$ cat src/design/gpn_pkg.sv
// shared types and constants of the gpio port change notifier
`timescale 1ns / 1ps
`default_nettype none

package gpn_pkg;

  localparam int unsigned DATA_W  = 32;
  localparam int unsigned KEY_W   = 16;
  localparam int unsigned SIG_W   = 8;
  localparam int unsigned TGT_W   = 8;
  localparam int unsigned KIND_W  = 3;
  localparam int unsigned PADDR_W = 5;

  typedef enum logic [KIND_W-1:0] {
    KIND_READ    = 3'd0,
    KIND_WRITE   = 3'd1,
    KIND_SAMPLE  = 3'd2,
    KIND_ADD_SIG = 3'd3,
    KIND_ADD_IRQ = 3'd4,
    KIND_RELEASE = 3'd5
  } kind_t;

  typedef enum logic [1:0] {
    STATUS_OK         = 2'd0,
    STATUS_BAD_SIGNAL = 2'd1,
    STATUS_FULL       = 2'd2,
    STATUS_NOT_FOUND  = 2'd3
  } status_t;

  typedef enum logic [2:0] {
    REG_INVERT    = 3'd0,
    REG_INPUT_EN  = 3'd1,
    REG_OUTPUT_EN = 3'd2,
    REG_WATCH     = 3'd3,
    REG_SIG_LOW   = 3'd4,
    REG_SIG_HIGH  = 3'd5
  } reg_idx_t;

  typedef enum logic [3:0] {
    ST_IDLE,
    ST_EXEC,
    ST_SCAN_RD,
    ST_SCAN_CHK,
    ST_FLUSH,
    ST_LOOK_RD,
    ST_LOOK_CHK,
    ST_STORE,
    ST_SHIFT_RD,
    ST_SHIFT_WR,
    ST_RESP
  } state_t;

  typedef struct packed {
    logic [DATA_W-1:0] invert;
    logic [DATA_W-1:0] input_en;
    logic [DATA_W-1:0] output_en;
    logic [DATA_W-1:0] watch;
    logic [SIG_W-1:0]  sig_low;
    logic [SIG_W-1:0]  sig_high;
  } cfg_t;

  typedef struct packed {
    logic [DATA_W-1:0] data_out;
    status_t           status;
    logic              is_interrupt;
    logic [TGT_W-1:0]  notify_target;
    logic [SIG_W-1:0]  notify_signal;
    logic              is_notification;
    logic              last;
  } result_t;

endpackage

`default_nettype wire

$ cat src/design/gpn_table.sv
// subscriber table memory, one write port and one registered read port
`timescale 1ns / 1ps
`default_nettype none

module gpn_table #(
  parameter int unsigned DEPTH = 8,
  parameter int unsigned AW    = 3,
  parameter int unsigned DW    = 65
) (
  input  wire logic          clk,
  input  wire logic          rd_en,
  input  wire logic [AW-1:0] rd_addr,
  output logic      [DW-1:0] rd_data,
  input  wire logic          wr_en,
  input  wire logic [AW-1:0] wr_addr,
  input  wire logic [DW-1:0] wr_data
);

  logic [DW-1:0] mem [DEPTH];

  always_ff @(posedge clk) begin
    if (wr_en) begin
      mem[wr_addr] <= wr_data;
    end
  end

  always_ff @(posedge clk) begin
    if (rd_en) begin
      rd_data <= mem[rd_addr];
    end
  end

endmodule

`default_nettype wire

$ cat src/design/gpn_ctrl.sv
// item sequencer: port access, change scan, subscriber lookup, insert and removal
`timescale 1ns / 1ps
`default_nettype none

module gpn_ctrl #(
  parameter int unsigned PIN_WIDTH       = 32,
  parameter int unsigned MAX_SUBSCRIBERS = 8,
  parameter int unsigned AW              = 3,
  parameter int unsigned DW              = 65
) (
  input  wire logic                        clk,
  input  wire logic                        rst,
  input  wire gpn_pkg::cfg_t               cfg,
  input  wire logic                        in_valid,
  output logic                             in_ready,
  input  wire logic [gpn_pkg::KIND_W-1:0]  kind,
  input  wire logic [PIN_WIDTH-1:0]        pins,
  input  wire logic [PIN_WIDTH-1:0]        value,
  input  wire logic [PIN_WIDTH-1:0]        mask,
  input  wire logic [gpn_pkg::KEY_W-1:0]   owner_key,
  input  wire logic [gpn_pkg::SIG_W-1:0]   signal_number,
  input  wire logic [gpn_pkg::TGT_W-1:0]   target,
  output logic                             out_valid,
  input  wire logic                        out_ready,
  output gpn_pkg::result_t                 res,
  output logic                             mem_rd_en,
  output logic [AW-1:0]                    mem_rd_addr,
  input  wire logic [DW-1:0]               mem_rd_data,
  output logic                             mem_wr_en,
  output logic [AW-1:0]                    mem_wr_addr,
  output logic [DW-1:0]                    mem_wr_data
);

  localparam int unsigned MW = (PIN_WIDTH < 32) ? PIN_WIDTH : 32;
  localparam int unsigned CW = $clog2(MAX_SUBSCRIBERS + 1);
  localparam int unsigned KW = gpn_pkg::KEY_W;
  localparam int unsigned SW = gpn_pkg::SIG_W;
  localparam int unsigned TW = gpn_pkg::TGT_W;

  gpn_pkg::state_t  state, state_next;
  gpn_pkg::kind_t   it_kind;
  logic [MW-1:0]    it_pins, it_value, it_mask;
  logic [KW-1:0]    it_key;
  logic [SW-1:0]    it_sig;
  logic [TW-1:0]    it_tgt;

  logic [CW-1:0]    count, count_next;
  logic [CW-1:0]    idx, idx_next;
  logic             found, found_next;
  logic [MW-1:0]    last_watched, last_watched_next;
  logic [MW-1:0]    changed, changed_next;
  logic             pend_valid, pend_valid_next;
  logic             pend_irq, pend_irq_next;
  logic [TW-1:0]    pend_tgt, pend_tgt_next;
  logic [SW-1:0]    pend_sig, pend_sig_next;
  gpn_pkg::status_t resp_status, resp_status_next;
  logic             out_load;
  gpn_pkg::result_t res_next;

  logic [MW-1:0]    inv, read_val, write_val, now_val;
  logic             sig_ok, out_free, full, more_p1, more_p2;
  logic [CW:0]      idx_p1, idx_p2;
  logic [MW-1:0]    rd_mask;
  logic             rd_irq;
  logic [TW-1:0]    rd_tgt;
  logic [SW-1:0]    rd_sig;
  logic [KW-1:0]    rd_key;
  logic             hit_key, hit_mask;
  logic [DW-1:0]    new_entry;

  assign inv       = cfg.invert[MW-1:0];
  assign read_val  = ((it_pins ^ inv) & it_mask) & cfg.input_en[MW-1:0];
  assign write_val = ((it_pins & ~it_mask) | ((it_value ^ inv) & it_mask))
                     & cfg.output_en[MW-1:0];
  assign now_val   = (it_pins ^ inv) & cfg.watch[MW-1:0];
  assign sig_ok    = (it_sig >= cfg.sig_low) && (it_sig <= cfg.sig_high);
  assign out_free  = !out_valid || out_ready;
  assign full      = (count == CW'(MAX_SUBSCRIBERS));
  assign idx_p1    = {1'b0, idx} + (CW+1)'(1);
  assign idx_p2    = {1'b0, idx} + (CW+1)'(2);
  assign more_p1   = idx_p1 < {1'b0, count};
  assign more_p2   = idx_p2 < {1'b0, count};

  assign rd_mask   = mem_rd_data[MW-1:0];
  assign rd_irq    = mem_rd_data[MW];
  assign rd_tgt    = mem_rd_data[MW+1 +: TW];
  assign rd_sig    = mem_rd_data[MW+1+TW +: SW];
  assign rd_key    = mem_rd_data[MW+1+TW+SW +: KW];
  assign hit_key   = (rd_key == it_key);
  assign hit_mask  = |(changed & rd_mask);

  always_comb begin
    if (it_kind == gpn_pkg::KIND_ADD_IRQ) begin
      new_entry = {KW'(0), SW'(0), it_tgt, 1'b1, it_mask};
    end else begin
      new_entry = {it_key, it_sig, it_tgt, 1'b0, it_mask & cfg.watch[MW-1:0]};
    end
  end

  // next state
  always_comb begin
    state_next = state;
    unique case (state)
      gpn_pkg::ST_IDLE: begin
        if (in_valid) state_next = gpn_pkg::ST_EXEC;
      end
      gpn_pkg::ST_EXEC: begin
        unique case (it_kind)
          gpn_pkg::KIND_READ, gpn_pkg::KIND_WRITE: begin
            if (out_free) state_next = gpn_pkg::ST_IDLE;
          end
          gpn_pkg::KIND_SAMPLE: begin
            state_next = (count != '0) ? gpn_pkg::ST_SCAN_RD : gpn_pkg::ST_IDLE;
          end
          gpn_pkg::KIND_ADD_SIG: begin
            if (!sig_ok) state_next = gpn_pkg::ST_RESP;
            else if (count != '0) state_next = gpn_pkg::ST_LOOK_RD;
            else state_next = gpn_pkg::ST_STORE;
          end
          gpn_pkg::KIND_ADD_IRQ: state_next = gpn_pkg::ST_STORE;
          gpn_pkg::KIND_RELEASE: begin
            state_next = (count != '0) ? gpn_pkg::ST_LOOK_RD : gpn_pkg::ST_RESP;
          end
          default: state_next = gpn_pkg::ST_IDLE;
        endcase
      end
      gpn_pkg::ST_SCAN_RD: state_next = gpn_pkg::ST_SCAN_CHK;
      gpn_pkg::ST_SCAN_CHK: begin
        if (!(hit_mask && pend_valid && !out_free)) begin
          state_next = more_p1 ? gpn_pkg::ST_SCAN_RD : gpn_pkg::ST_FLUSH;
        end
      end
      gpn_pkg::ST_FLUSH: begin
        if (!pend_valid || out_free) state_next = gpn_pkg::ST_IDLE;
      end
      gpn_pkg::ST_LOOK_RD: state_next = gpn_pkg::ST_LOOK_CHK;
      gpn_pkg::ST_LOOK_CHK: begin
        if (hit_key) begin
          if (it_kind == gpn_pkg::KIND_ADD_SIG) state_next = gpn_pkg::ST_STORE;
          else state_next = more_p1 ? gpn_pkg::ST_SHIFT_RD : gpn_pkg::ST_RESP;
        end else if (more_p1) begin
          state_next = gpn_pkg::ST_LOOK_RD;
        end else begin
          state_next = (it_kind == gpn_pkg::KIND_ADD_SIG) ? gpn_pkg::ST_STORE
                                                           : gpn_pkg::ST_RESP;
        end
      end
      gpn_pkg::ST_STORE: state_next = gpn_pkg::ST_RESP;
      gpn_pkg::ST_SHIFT_RD: state_next = gpn_pkg::ST_SHIFT_WR;
      gpn_pkg::ST_SHIFT_WR: begin
        state_next = more_p2 ? gpn_pkg::ST_SHIFT_RD : gpn_pkg::ST_RESP;
      end
      gpn_pkg::ST_RESP: begin
        if (out_free) state_next = gpn_pkg::ST_IDLE;
      end
      default: state_next = gpn_pkg::ST_IDLE;
    endcase
  end

  // datapath and memory control
  always_comb begin
    in_ready          = (state == gpn_pkg::ST_IDLE);
    mem_rd_en         = 1'b0;
    mem_rd_addr       = idx[AW-1:0];
    mem_wr_en         = 1'b0;
    mem_wr_addr       = idx[AW-1:0];
    mem_wr_data       = new_entry;
    out_load          = 1'b0;
    res_next          = '0;
    count_next        = count;
    idx_next          = idx;
    found_next        = found;
    last_watched_next = last_watched;
    changed_next      = changed;
    pend_valid_next   = pend_valid;
    pend_irq_next     = pend_irq;
    pend_tgt_next     = pend_tgt;
    pend_sig_next     = pend_sig;
    resp_status_next  = resp_status;
    unique case (state)
      gpn_pkg::ST_IDLE: begin
      end
      gpn_pkg::ST_EXEC: begin
        idx_next        = '0;
        found_next      = 1'b0;
        pend_valid_next = 1'b0;
        unique case (it_kind)
          gpn_pkg::KIND_READ: begin
            out_load          = out_free;
            res_next.data_out = gpn_pkg::DATA_W'(read_val);
            res_next.last     = 1'b1;
          end
          gpn_pkg::KIND_WRITE: begin
            out_load          = out_free;
            res_next.data_out = gpn_pkg::DATA_W'(write_val);
            res_next.last     = 1'b1;
          end
          gpn_pkg::KIND_SAMPLE: begin
            last_watched_next = now_val;
            changed_next      = now_val ^ last_watched;
          end
          gpn_pkg::KIND_ADD_SIG: begin
            if (!sig_ok) resp_status_next = gpn_pkg::STATUS_BAD_SIGNAL;
          end
          gpn_pkg::KIND_RELEASE: begin
            if (count == '0) resp_status_next = gpn_pkg::STATUS_NOT_FOUND;
          end
          default: begin
          end
        endcase
      end
      gpn_pkg::ST_SCAN_RD, gpn_pkg::ST_LOOK_RD: begin
        mem_rd_en = 1'b1;
      end
      gpn_pkg::ST_SCAN_CHK: begin
        if (!(hit_mask && pend_valid && !out_free)) begin
          if (hit_mask) begin
            if (pend_valid) begin
              out_load                 = 1'b1;
              res_next.is_interrupt    = pend_irq;
              res_next.notify_target   = pend_tgt;
              res_next.notify_signal   = pend_sig;
              res_next.is_notification = 1'b1;
            end
            pend_valid_next = 1'b1;
            pend_irq_next   = rd_irq;
            pend_tgt_next   = rd_tgt;
            pend_sig_next   = rd_irq ? SW'(0) : rd_sig;
          end
          idx_next = idx_p1[CW-1:0];
        end
      end
      gpn_pkg::ST_FLUSH: begin
        out_load                 = pend_valid && out_free;
        res_next.is_interrupt    = pend_irq;
        res_next.notify_target   = pend_tgt;
        res_next.notify_signal   = pend_sig;
        res_next.is_notification = 1'b1;
        res_next.last            = 1'b1;
      end
      gpn_pkg::ST_LOOK_CHK: begin
        if (hit_key) begin
          found_next = 1'b1;
          if (it_kind != gpn_pkg::KIND_ADD_SIG && !more_p1) begin
            count_next       = count - CW'(1);
            resp_status_next = gpn_pkg::STATUS_OK;
          end
        end else begin
          idx_next = idx_p1[CW-1:0];
          if (!more_p1 && it_kind != gpn_pkg::KIND_ADD_SIG) begin
            resp_status_next = gpn_pkg::STATUS_NOT_FOUND;
          end
        end
      end
      gpn_pkg::ST_STORE: begin
        if (found) begin
          mem_wr_en        = 1'b1;
          resp_status_next = gpn_pkg::STATUS_OK;
        end else if (full) begin
          resp_status_next = gpn_pkg::STATUS_FULL;
        end else begin
          mem_wr_en        = 1'b1;
          mem_wr_addr      = count[AW-1:0];
          count_next       = count + CW'(1);
          resp_status_next = gpn_pkg::STATUS_OK;
        end
      end
      gpn_pkg::ST_SHIFT_RD: begin
        mem_rd_en   = 1'b1;
        mem_rd_addr = idx_p1[AW-1:0];
      end
      gpn_pkg::ST_SHIFT_WR: begin
        mem_wr_en   = 1'b1;
        mem_wr_data = mem_rd_data;
        idx_next    = idx_p1[CW-1:0];
        if (!more_p2) begin
          count_next       = count - CW'(1);
          resp_status_next = gpn_pkg::STATUS_OK;
        end
      end
      gpn_pkg::ST_RESP: begin
        out_load        = out_free;
        res_next.status = resp_status;
        res_next.last   = 1'b1;
      end
      default: begin
      end
    endcase
  end

  always_ff @(posedge clk) begin
    if (rst) begin
      state        <= gpn_pkg::ST_IDLE;
      out_valid    <= 1'b0;
      count        <= '0;
      last_watched <= '0;
      pend_valid   <= 1'b0;
    end else begin
      state        <= state_next;
      count        <= count_next;
      last_watched <= last_watched_next;
      pend_valid   <= pend_valid_next;
      if (out_load) begin
        out_valid <= 1'b1;
      end else if (out_ready) begin
        out_valid <= 1'b0;
      end
    end
  end

  always_ff @(posedge clk) begin
    if (in_valid && in_ready) begin
      it_kind  <= gpn_pkg::kind_t'(kind);
      it_pins  <= pins[MW-1:0];
      it_value <= value[MW-1:0];
      it_mask  <= mask[MW-1:0];
      it_key   <= owner_key;
      it_sig   <= signal_number;
      it_tgt   <= target;
    end
    idx         <= idx_next;
    found       <= found_next;
    changed     <= changed_next;
    pend_irq    <= pend_irq_next;
    pend_tgt    <= pend_tgt_next;
    pend_sig    <= pend_sig_next;
    resp_status <= resp_status_next;
    if (out_load) begin
      res <= res_next;
    end
  end

endmodule

`default_nettype wire

$ cat src/design/gpio_port_change_notifier_top.sv
// top level of the gpio port change notifier with its register file
//
// Items enter on in_valid/in_ready with kind, pins, value, mask, owner_key,
// signal_number and target; results leave on out_valid/out_ready, one per
// port access or table command and one per matching subscriber on a pin
// sample, the final result of an item marked by last. A pin sample with no
// matching subscriber and an unused kind give no result.
// One item is worked at a time. A read or write result is registered from the
// execute state, once the output register is free; a table command or pin sample
// walks the subscriber memory entry by entry (one read, then one check or move
// per entry), set by the single read port of the table.
// The output register holds a result while the receiver stalls; the sequencer
// waits only when it has a further result to hand over. in_ready is high
// whenever no item is in work.
// Reset clears the registers to their defaults, the stored pin state and the
// subscriber count; the table memory needs no clearing pass.
// Registers are written through the APB port at byte address 4 * index.
`timescale 1ns / 1ps
`default_nettype none

module gpio_port_change_notifier_top #(
  parameter int unsigned PIN_WIDTH       = 32,
  parameter int unsigned MAX_SUBSCRIBERS = 8
) (
  input  wire logic                         clk,
  input  wire logic                         rst,
  input  wire logic                         in_valid,
  output logic                              in_ready,
  input  wire logic [gpn_pkg::KIND_W-1:0]   kind,
  input  wire logic [PIN_WIDTH-1:0]         pins,
  input  wire logic [PIN_WIDTH-1:0]         value,
  input  wire logic [PIN_WIDTH-1:0]         mask,
  input  wire logic [gpn_pkg::KEY_W-1:0]    owner_key,
  input  wire logic [gpn_pkg::SIG_W-1:0]    signal_number,
  input  wire logic [gpn_pkg::TGT_W-1:0]    target,
  output logic                              out_valid,
  input  wire logic                         out_ready,
  output logic [gpn_pkg::DATA_W-1:0]        data_out,
  output logic [1:0]                        status,
  output logic                              is_interrupt,
  output logic [gpn_pkg::TGT_W-1:0]         notify_target,
  output logic [gpn_pkg::SIG_W-1:0]         notify_signal,
  output logic                              is_notification,
  output logic                              last,
  input  wire logic                         psel,
  input  wire logic                         penable,
  input  wire logic                         pwrite,
  input  wire logic [gpn_pkg::PADDR_W-1:0]  paddr,
  input  wire logic [gpn_pkg::DATA_W-1:0]   pwdata,
  output logic [gpn_pkg::DATA_W-1:0]        prdata,
  output logic                              pready
);

  localparam int unsigned MW = (PIN_WIDTH < 32) ? PIN_WIDTH : 32;
  localparam int unsigned AW = (MAX_SUBSCRIBERS > 1) ? $clog2(MAX_SUBSCRIBERS) : 1;
  localparam int unsigned DW = MW + 1 + gpn_pkg::TGT_W + gpn_pkg::SIG_W + gpn_pkg::KEY_W;

  gpn_pkg::cfg_t     cfg;
  gpn_pkg::reg_idx_t reg_idx;
  gpn_pkg::result_t  res;
  logic              cfg_we;
  logic              mem_rd_en, mem_wr_en;
  logic [AW-1:0]     mem_rd_addr, mem_wr_addr;
  logic [DW-1:0]     mem_rd_data, mem_wr_data;

  assign pready  = 1'b1;
  assign reg_idx = gpn_pkg::reg_idx_t'(paddr[4:2]);
  assign cfg_we  = psel && penable && pwrite && pready;

  always_ff @(posedge clk) begin
    if (rst) begin
      cfg.invert    <= '0;
      cfg.input_en  <= '0;
      cfg.output_en <= '0;
      cfg.watch     <= '0;
      cfg.sig_low   <= '0;
      cfg.sig_high  <= gpn_pkg::SIG_W'(3);
    end else if (cfg_we) begin
      unique case (reg_idx)
        gpn_pkg::REG_INVERT:    cfg.invert    <= pwdata;
        gpn_pkg::REG_INPUT_EN:  cfg.input_en  <= pwdata;
        gpn_pkg::REG_OUTPUT_EN: cfg.output_en <= pwdata;
        gpn_pkg::REG_WATCH:     cfg.watch     <= pwdata;
        gpn_pkg::REG_SIG_LOW:   cfg.sig_low   <= pwdata[gpn_pkg::SIG_W-1:0];
        gpn_pkg::REG_SIG_HIGH:  cfg.sig_high  <= pwdata[gpn_pkg::SIG_W-1:0];
        default: begin
        end
      endcase
    end
  end

  always_comb begin
    unique case (reg_idx)
      gpn_pkg::REG_INVERT:    prdata = cfg.invert;
      gpn_pkg::REG_INPUT_EN:  prdata = cfg.input_en;
      gpn_pkg::REG_OUTPUT_EN: prdata = cfg.output_en;
      gpn_pkg::REG_WATCH:     prdata = cfg.watch;
      gpn_pkg::REG_SIG_LOW:   prdata = gpn_pkg::DATA_W'(cfg.sig_low);
      gpn_pkg::REG_SIG_HIGH:  prdata = gpn_pkg::DATA_W'(cfg.sig_high);
      default:                prdata = '0;
    endcase
  end

  gpn_ctrl #(
    .PIN_WIDTH       (PIN_WIDTH),
    .MAX_SUBSCRIBERS (MAX_SUBSCRIBERS),
    .AW              (AW),
    .DW              (DW)
  ) u_ctrl (
    .clk           (clk),
    .rst           (rst),
    .cfg           (cfg),
    .in_valid      (in_valid),
    .in_ready      (in_ready),
    .kind          (kind),
    .pins          (pins),
    .value         (value),
    .mask          (mask),
    .owner_key     (owner_key),
    .signal_number (signal_number),
    .target        (target),
    .out_valid     (out_valid),
    .out_ready     (out_ready),
    .res           (res),
    .mem_rd_en     (mem_rd_en),
    .mem_rd_addr   (mem_rd_addr),
    .mem_rd_data   (mem_rd_data),
    .mem_wr_en     (mem_wr_en),
    .mem_wr_addr   (mem_wr_addr),
    .mem_wr_data   (mem_wr_data)
  );

  gpn_table #(
    .DEPTH (MAX_SUBSCRIBERS),
    .AW    (AW),
    .DW    (DW)
  ) u_table (
    .clk     (clk),
    .rd_en   (mem_rd_en),
    .rd_addr (mem_rd_addr),
    .rd_data (mem_rd_data),
    .wr_en   (mem_wr_en),
    .wr_addr (mem_wr_addr),
    .wr_data (mem_wr_data)
  );

  assign data_out        = res.data_out;
  assign status          = res.status;
  assign is_interrupt    = res.is_interrupt;
  assign notify_target   = res.notify_target;
  assign notify_signal   = res.notify_signal;
  assign is_notification = res.is_notification;
  assign last            = res.last;

`ifndef SYNTH
  a_busy_after_accept: assert property (@(posedge clk) disable iff (rst)
    in_valid && in_ready |=> !in_ready)
    else $error("item accepted while another is in work");

  a_note_clean: assert property (@(posedge clk) disable iff (rst)
    out_valid && is_notification |-> status == gpn_pkg::STATUS_OK && data_out == '0)
    else $error("notification carries status or data");

  a_single_last: assert property (@(posedge clk) disable iff (rst)
    out_valid && !is_notification |-> last && !is_interrupt)
    else $error("single result not marked last");

  a_reset_idle: assert property (@(posedge clk)
    rst |=> in_ready && !out_valid)
    else $error("not idle after reset");
`endif

endmodule

`default_nettype wire
$ cat config.mk
export PLATFORM = sky130hd
export DESIGN_NAME = gpio_port_change_notifier_top
export DESIGN_NICKNAME = d
export VERILOG_FILES = /design/src/design/gpn_pkg.sv /design/src/design/gpn_table.sv /design/src/design/gpn_ctrl.sv /design/src/design/gpio_port_change_notifier_top.sv
export SDC_FILE = /design/constraint.sdc
export NUM_CORES = 1
export LEC_CHECK = 0
export BUFFER_PORTS_ARGS = -buffer_cell sky130_fd_sc_hd__buf_4
export CORE_ASPECT_RATIO = 0.75
export CORE_MARGIN = 4
export CORE_UTILIZATION = 63
export CTS_BUF_LIST = sky130_fd_sc_hd__clkbuf_2
export CTS_CLUSTER_DIAMETER = 150
export CTS_CLUSTER_SIZE = 12
export DETAILED_ROUTE_END_ITERATION = 8
export PLACE_DENSITY = 0.88
export REMOVE_ABC_BUFFERS = 1
export SETUP_SLACK_MARGIN = 0.1
export SYNTH_ARGS = -nofsm -noshare
export SYNTH_HDL_FRONTEND = slang
export SYNTH_HIERARCHICAL = 1
export SYNTH_SLANG_ARGS = --single-unit
$ cat constraint.sdc
create_clock -name clk -period 7.9 [get_ports clk]
set_input_delay 0.79 -clock clk [delete_from_list [all_inputs] [get_ports clk]]
set_output_delay 0.79 -clock clk [all_outputs]
set_load 0.005 [all_outputs]
==> flow_summary.toml <==
[finish]
final_net_count = 3278
stdcell_area_sq_um = 47140
area.growth.synth_to_final_pct = 12.98
final_layout_size_suffix_gt1_frac = 0.2364

[global_routing]
grt_first_pass_wirelength_microns = 161800
number_of_global_route_vias_before_repair = 27230
overall_routing_resource_usage = 0.3018
number_of_antenna_violations_at_the_first_check_in_global_routing = 7
gr-total-overflow = 0
pin_count_of_the_biggest_net_entering_global_routing = 131

[power]
switchingPower_mw = 3.863
p_seq_frac = 0.565
vdd.ir_drop.worst_uv = 332.3
report.power.total_mw = 12.45
internal-power_mw = 8.588
cellLeakagePower_nw = 16.44
comb_power_share = 0.251
proportion_of_total_power_due_to_net_switching = 0.3103
pwr_cell_area_nw_per_um2 = 264.2
clock_power_share = 0.184

[worst_setup_path]
worstSetupPathType = "flop to flop"
timing.critical_path.arrival_ns = 5.72
slowest_stage = "nor2_4"
critical_path.startpoint_type = "flop"
timing.critical_path.to_type = "flop"
max_stage_delay_ns = 0.94
critPathMaxFanout = 37
critical_path.cell_chain = "nor2b_1, nand3_1, nor2_1, nand2_1, a22o_1, nand2b_1, nor2_4, buf_4"
worst_ep_required_time_ns = 8.69

[detailed_routing]
post-route-drc-count = 0
ant_nets = 0
vias_per_cell = 6.524
routed_wire_length_per_instance_microns = 26.56
route.vias.total = 26330
drt_pass1_iterations = 7
routed_wirelength_microns = 107200
number_of_drc_violations_after_detailed_routing_iteration_0 = 3646

[yosys]
synthMostInstantiatedCell = "edfxtp_1"
synthesis.instances = 2653
netlist-cell-type-count = 76
synth.top_cells.by_area = "edfxtp_1, dfxtp_1, mux4_2, mux2i_1, nand2b_1"
synth.yosys.seq_area_share = 0.6830
syn_std_cell_area_sq_um = 41720
synth_largest_type_area_fraction = 0.5938
ys_ff_latch = 1011
synth-warning-count = 6
synth_enable_flop_cells = 825
synthTopCellsByCount = "edfxtp_1, dfxtp_1, mux4_2"
synth.largest_area_cell = "edfxtp_1"
ys_async_sr_fraction = 0
postSynthAreaPerCell_sq_um = 15.73
ys_dominant_reg_cell = "edfxtp_1"

[cts]
cts.reportedPaths.clkPinSlew_ns = 0.29
clk_latency_ns = 1.30
cts_setup_buffers = 0
cts.htree.levels = 3
cts_num_sinks = 1011
maximum_count_of_clock_buffers_along_a_single_path = 3
cts_made_buffers = 94
tritoncts = "built"
clockRootBuffer = "clkbuf_2"

[placed_design]
gpl.final_weighted_congestion = 0.8837
post_placement_setup_slack_ns = 3.181
detailedPlacementHpwl_microns = 61460
detailed_place.area_sq_um = 44430
port-buffer-count = 259

[sta]
max_freq_mhz = 202.9
hold_viol = 0
clock-skew-final_ns = 0.1858
worst_hold_slack_ns = 0.1791
post-route-worst-setup-slack_ns = 2.970
min_period_over_period = 0.6240
relSlewSlack = 0.2440
worst_slew_pin_slew_ns = 1.134
timing_max_transition_violations_final = 0
tns_ns = 0
setup-violations-final = 0
grt_setup_unrepaired = "no"
final_period_minus_worst_setup_slack_ns = 4.930

[floorplanning]
dieWidth_microns = 305.2
boundaryPins = 263
initial_utilization = 0.6383
die_height_microns = 230.9
dieArea_sq_um = 70450
row_count = 81
floorplan.core_area_sq_um = 65370

[run_status]
status = "finished clean"

[run]
maxcap_violations = 0

[hold_path]
min_path_type = "primary input to flop"
state kept, by name, summed over array words and instances (netlist names), 4 cells and up:
name / cells
u_ctrl/count: 4
u_table/mem: 520
u_ctrl/it_pins: 32
u_table/rd_data: 65
u_ctrl/it_tgt: 8
u_ctrl/res: 53
u_ctrl/idx: 4
cfg: 144
u_ctrl/it_key: 16
u_ctrl/it_sig: 8
u_ctrl/pend_tgt: 8
u_ctrl/it_mask: 32
u_ctrl/changed: 32
u_ctrl/state: 4
u_ctrl/last_watched: 32
u_ctrl/it_value: 32
u_ctrl/pend_sig: 8
logic make-up after synthesis:
| kind of cell | synth area share |
|---|---|
| flip-flops | 0.6830 |
| AND/OR/NAND/NOR | 0.08388 |
| multiplexers | 0.1323 |
| AO/OA/AOI/OAI | 0.04597 |
| buffers and inverters | 0.02150 |
| XOR/XNOR | 0.02498 |
| adder cells (fa/ha/maj) | 0.008277 |
| other | 0.00008988 |
cell type report:
cell class | instances | area, sq um
multi-input cells | 1471 | 12490
repair buffers | 471 | 3981
flip-flops and latches | 1011 | 28500
clock buffers | 168 | 840.8
diodes | 9 | 22.52
well taps | 871 | 1090
inverters | 27 | 106.4
fillers | 3886 | 18230
clock inverters | 8 | 107.6
critical path, delay by kind of cell, from the launching register on:
| family | cells | cell delay (ns) |
|---|---|---|
| AND/OR/NAND/NOR | 6 | 2.65 |
| flip-flops | 1 | 0.90 |
| AO/OA/AOI/OAI | 1 | 0.21 |
| buffers and inverters | 1 | 0.72 |
final timing paths:
path | start | to | slack [ns] | depth (start not counted)
worst min register to register | u_ctrl/last_watched[14] | u_ctrl/changed[14] | 0.45 | 1
worst min-delay path | pins[20] | u_ctrl/it_pins[20] | 0.18 | 2
worst max-delay path | u_ctrl/state[1] | u_table/mem[2][14] | 2.97 | 8
worst max register to register | u_ctrl/state[1] | u_table/mem[2][14] | 2.97 | 8
power by group through the flow:
stage                     combinational (mW)  clock, mW  sequential [mW]
after detailed placement                3.00          0             7.13
after CTS                               3.08       2.30             7.02
final                                   3.12       2.29             7.04
after global routing                    3.33       2.57             7.08
after floorplan                         2.42          0             7.04
after global placement                  2.85          0             7.12
cell usage in the layout, fill, tap and decap left out, types with 10 or more instances in the layout:
cell,instances
mux2i_1,116
a22o_1,26
mux2_2,76
nand4_1,39
a21oi_1,113
xor2_1,50
ha_1,26
o2111ai_1,33
nand2b_1,153
nor3_1,39
edfxtp_1,825
a22oi_1,29
clkbuf_2,168
xnor2_1,67
nand3_1,69
a31oi_1,10
buf_4,297
mux4_2,155
dfxtp_1,186
dlygate4sd3_1,173
and2_1,20
nor2_1,119
nand2_1,145
nor2b_1,42
inv_1,26
o21ai_0,44
what timing repair did:
item,4_1_cts,5_1_grt
resized for setup,0,0
hold buffers,173,0
endpoints found under the hold margin,281,0
per-layer routing:
metal  GRT usage  routed length [microns]  vias to the layer above
met5           0                       33                        -
met4      0.1167                     4426                        6
met3     0.07026                    12940                      368
met2      0.4732                    49830                     1931
met1      0.4186                    39990                    13010
li1            -                        -                    11020
metrics by stage:
step / instances / util
2_1_floorplan: 2509 / -
3_3_place_gp: 3678 / 0.6797
3_5_place_dp: 3678 / 0.6797
4_1_cts: 4027 / 0.7207
5_1_grt: 4033 / 0.7210
6_report: 4036 / 0.7211
No activity file was read; power rests on OpenSTA's default activity.
